<file path="config.mk">
export PLATFORM = sky130hd
export DESIGN_NAME = b2b_front
export DESIGN_NICKNAME = d
export VERILOG_FILES = /design/src/b2b_pkg.sv /design/src/b2b_front.sv
export SDC_FILE = /design/constraint.sdc
export NUM_CORES = 2
export LEC_CHECK = 0
export BUFFER_PORTS_ARGS = -buffer_cell sky130_fd_sc_hd__buf_2
export CAP_MARGIN = 30
export CORE_AREA = 8 8 430 432
export CTS_CLUSTER_SIZE = 16
export DETAILED_ROUTE_END_ITERATION = 8
export DIE_AREA = 0 0 438 440
export PLACE_DENSITY = 0.7
export SLEW_MARGIN = 40
export SYNTH_ARGS = -nofsm -noshare
export SYNTH_HDL_FRONTEND = slang
export SYNTH_SLANG_ARGS = --single-unit
</file>
<file path="constraint.sdc">
create_clock -name clk -period 55.5 [get_ports clk]
set_input_delay 8.325 -clock clk [delete_from_list [all_inputs] [get_ports clk]]
set_output_delay 8.325 -clock clk [all_outputs]
set_load 0.05 [all_outputs]
</file>
<file path="src/b2b_pkg.sv">
// b2b_pkg: shared types and constants for the BLAKE2b-256 single-block core.
// No dependencies.
package b2b_pkg;

	typedef struct packed {
		logic [63:0] msg_word;
		logic        last_word;
		logic [7:0]  msg_length;
	} in_beat_t;

	typedef struct packed {
		logic [63:0] digest_word;
		logic [1:0]  digest_index;
		logic        last_result;
		logic        too_long;
	} out_beat_t;

	// job handed from front to back: masked message block plus length
	typedef struct packed {
		logic [15:0][63:0] msg;
		logic [7:0]        len;
		logic              err;
	} job_t;

	localparam int unsigned MSG_WORDS = 16;
	localparam int unsigned MAX_BYTES = 128;
	localparam logic [63:0] PARAM_WORD = 64'h0000_0000_0101_0020;

	localparam logic [7:0][63:0] IV = {
		64'h5be0cd19137e2179, 64'h1f83d9abfb41bd6b,
		64'h9b05688c2b3e6c1f, 64'h510e527fade682d1,
		64'ha54ff53a5f1d36f1, 64'h3c6ef372fe94f82b,
		64'hbb67ae8584caa73b, 64'h6a09e667f3bcc908};

	// message schedule, returns word index for round r, slot k
	function automatic logic [3:0] sigma(input logic [3:0] r, input logic [3:0] k);
		logic [63:0] row;
		case (r)
			4'd0: row = 64'hFEDCBA9876543210;
			4'd1: row = 64'h357B20C16DF984AE;
			4'd2: row = 64'h491763EADF250C8B;
			4'd3: row = 64'h8F04A562EBCD1397;
			4'd4: row = 64'hD386CB1EFA427509;
			4'd5: row = 64'h91EF57D438B0A6C2;
			4'd6: row = 64'hB8293670A4DEF15C;
			4'd7: row = 64'hA2684F05931CE7BD;
			4'd8: row = 64'h5A417D2C803B9EF6;
			4'd9: row = 64'h0DC3E9BF5167482A;
			default: row = 64'hFEDCBA9876543210;
		endcase
		return row[k*4 +: 4];
	endfunction

endpackage

</file>
<file path="src/b2b_front.sv">
// b2b_front: gathers message words, masks tail bytes, flags overflow.
// Uses b2b_pkg.
module b2b_front (
	input  logic             clk,
	input  logic             arst_n,
	input  logic             in_valid,
	output logic             in_stall,
	input  b2b_pkg::in_beat_t in_data,
	output logic             job_valid,
	input  logic             job_take,
	output b2b_pkg::job_t    job
);
	logic [15:0][63:0] store_q;
	logic [4:0]        cnt_q;
	logic              ovf_q;
	logic              jv_q;
	b2b_pkg::job_t     job_q;
	logic              acc;
	logic [15:0][63:0] cur;
	logic              ovf_n;

	assign in_stall  = jv_q;
	assign acc       = in_valid && !jv_q;
	assign job_valid = jv_q;
	assign job       = job_q;

	always_comb begin
		cur   = store_q;
		ovf_n = ovf_q;
		if (cnt_q[4]) ovf_n = 1'b1;
		else cur[cnt_q[3:0]] = in_data.msg_word;
		for (int i = 0; i < 16; i++)
			for (int k = 0; k < 8; k++)
				if (9'(i*8+k) >= {1'b0, in_data.msg_length}) cur[i][k*8 +: 8] = 8'h00;
	end

	always_ff @(posedge clk or negedge arst_n) begin
		if (!arst_n) begin
			store_q <= '0;
			cnt_q   <= '0;
			ovf_q   <= 1'b0;
			jv_q    <= 1'b0;
		end else begin
			if (job_take) jv_q <= 1'b0;
			if (acc) begin
				if (in_data.last_word) begin
					store_q <= '0;
					cnt_q   <= '0;
					ovf_q   <= 1'b0;
					jv_q    <= 1'b1;
				end else begin
					if (cnt_q[4]) ovf_q <= 1'b1;
					else begin
						store_q[cnt_q[3:0]] <= in_data.msg_word;
						cnt_q <= cnt_q + 5'd1;
					end
				end
			end
		end
	end

	always_ff @(posedge clk) begin
		if (acc && in_data.last_word) begin
			job_q.msg <= cur;
			job_q.len <= in_data.msg_length;
			job_q.err <= ovf_n || (in_data.msg_length > 8'(b2b_pkg::MAX_BYTES));
		end
	end
endmodule

</file>
==> flow_summary.ini <==
[synthesis]
synth_ff_type = edfxtp_1
yosysUniqueCellTypes = 69
synth.cell_area_um2 = 87900
synth_common_cells = 2,331 x nand2_1, 1,033 x edfxtp_1, 1,031 x dfrtp_1
synth_nets = 7977
ys_top_cells_by_area = edfxtp_1 35%, dfrtp_1 29%, nand2_1 10%, a22o_1 6.6%, a21oi_1 5.7%
async_flop_share_pct = 50.0
yosysMostFrequentCell = nand2_1
post_synth_inst_count = 7896
yosys_warnings = 0
yosys.area.top_type_share_pct = 35.3
synth_edf_count = 1033
seq_area_frac_synth_pct = 64.7
ys_seq_elements = 2064
syn-mean-instance-area_um2 = 11.1
synth_top_area_cell = edfxtp_1

[final_layout]
drive_gt1_share_pct = 20.4
area_growth_pct = 17.1
nFillCells = 14453
layout.nets = 8719
multi_input_area_um2 = 28700
regArea_um2 = 56800

[clock_tree]
clkLatencyLatePin_ns = 0.91
postCtsHoldBufs = 0
cts_tree = yes
htreeDepth = 4
cts-root-buf = clkbuf_16
ctsResizeCount = 0
cts_buffers = 207
post_cts_buffers = 0
cts.sinks = 2064
clk_pin_slew_ns = 0.06
cts_buffer_depth = 3

[sta]
rsz0062_at_grt = false
slew_violations = 0
layout_min_cycle_time_ns = 12.13
finClkSkew_ns = 0.0312
period_share_pct = 21.9
worst_pin_slew_ns = 0.951
fmax_mhz = 82.4
setup_violations = 0
hold_viol = 0
maxSlewHeadroom_pct = 36.6
tns_ns = 0

[place]
gp_congestion = 0.918
dp_hpwl_mm = 237
port-buffer-count = 1111

[floorplanning]
core_area_um2 = 178000
die_area_um2 = 193000
pin_count = 1112
core.rowCount = 155
dieWidth_um = 438
die_height_um = 440
start_util_pct = 49.5

[detailed_routing]
drt_iter0_markers = 12051
via_count = 72488
vias_per_cell = 6.48
routed_wirelength_mm = 365
drtPass1Iterations = 8
drt.antenna.violating_nets = 0
wl_per_cell_um = 32.6
drcViolationCount = 0

[critical_path]
slowest_delay_ns = 0.77
crit_slowest_cell = buf_4
critical_path_class = in2reg
critPathLaunchType = primary input
critPathRequiredTime_ns = 56.01
cp_data_arrival_time_ns = 12.64
worstSetupEndpointType = register
path_cells = buf_2, nor2b_4, buf_4, and2_4, buf_6, buf_6, buf_6, buf_4
crit_fanout = 88
worst_path_most_repeated_cell = buf_6

[pwr]
total_power_w = 0.00401
p_per_area_nw_per_um2 = 39.0
max-vdd-ir-drop_mv = 0.0352
power.leakage_nw = 41.5

[hold_path]
holdCritPathClass = reg2reg

[grt]
grt_max_degree = 141
grt_first_pass_wirelength_mm = 510
track_usage_pct = 36.3
grt_pass1_vias = 68644
antenna_found_initial = 30
grt_overflow = 0

[job]
cap_violations = 0

[status]
status = finished clean
cells by family (layout without fill, tap and decap cells):
| family | after synthesis | in the layout | share of synthesized area (%) |
|---|---|---|---|
| AO/OA/AOI/OAI | 2161 | 2161 | 16.3 |
| adder cells (fa/ha/maj) | 4 | 4 | 0.0570 |
| buffers and inverters | 765 | 1694 | 3.66 |
| flip-flops | 2064 | 2064 | 64.7 |
| multiplexers | 232 | 232 | 2.64 |
| other | 0 | 13 | 0 |
| AND/OR/NAND/NOR | 2670 | 2670 | 12.7 |
where the power goes:
group	internal, W	total [W]	switching (W)
sequential	0.00177	0.00185	0.0000788
clock	0.000809	0.00144	0.000633
combinational	0.000170	0.000722	0.000552
through the flow:
stage | utilization, % | cells | setup WS (ns) | cell area (µm²) | hold slack, ns
floorplan | - | 7896 | 21.78 | 87900 | 0.456
global placement | 53.4 | 10762 | 41.86 | 94900 | 0.467
detailed placement | 53.9 | 10779 | 42.50 | 95800 | 0.473
CTS | 57.8 | 11175 | 43.42 | 103000 | 0.488
global route | 57.9 | 11186 | 43.14 | 103000 | 0.506
finish | 57.9 | 11193 | 43.37 | 103000 | 0.486
worst max-delay path, delay by kind of cell:
kind | cells | cell delay (ns)
buffers and inverters | 6 | 3.25
AND/OR/NAND/NOR | 2 | 0.76
layout make-up:
cell class | instances | share of cell area [%]
Antenna cell | 13 | 0.0316
Timing Repair Buffer | 1293 | 7.23
Clock buffer | 290 | 5.60
Multi-Input combinational cell | 5067 | 27.9
Sequential cell | 2064 | 55.2
Clock inverter | 106 | 1.12
Tap cell | 2355 | 2.86
Inverter | 5 | 0.0182
flip-flops by register name (all words and copies together), names as in the netlist:
name	cells
cnt_q	5
in_stall	1
job	1033
ovf_q	1
store_q	1024
worst paths after layout:
kind                                           from                  endpoint  slack [ns]  cells after the start
hold reg to reg            store_q[911]$_DFFE_PN0P_  store_q[911]$_DFFE_PN0P_        0.49                      2
setup / recovery                           in_valid    job[726]$_SDFFCE_PP0P_       43.37                      8
hold / removal             store_q[911]$_DFFE_PN0P_  store_q[911]$_DFFE_PN0P_        0.49                      2
max in group asynchronous                    arst_n   store_q[33]$_DFFE_PN0P_       45.08                      5
min in group asynchronous                    arst_n  store_q[877]$_DFFE_PN0P_        7.45                      1
setup reg to reg                 in_stall$_DFF_PN0_    job[726]$_SDFFCE_PP0P_       50.47                      7
metal layers:
layer / global-route usage (%) / share of wire, % / vias to the layer above
met5: 0 / 0.030 / -
met4: 25.0 / 8.5 / 16
met3: 11.4 / 13 / 1136
met2: 53.1 / 43 / 5920
met1: 46.2 / 35 / 35836
li1: - / - / 29580
cell usage in the layout, fill, tap and decap left out, types with 40 or more instances in the layout:
master     instances
dfrtp_1         1030
and3b_1           64
edfxtp_1        1033
nand2_1         2328
o21ai_0          170
buf_2           1107
a21oi_1          993
buf_6             61
o21ai_1           41
clkbuf_16        210
mux2i_1          232
a22o_1           666
buf_4            104
clkbuf_1          59
nand2b_1          63
o221ai_1         166
clkinv_2          40
Note: power is estimated with default switching activity, not from simulation.
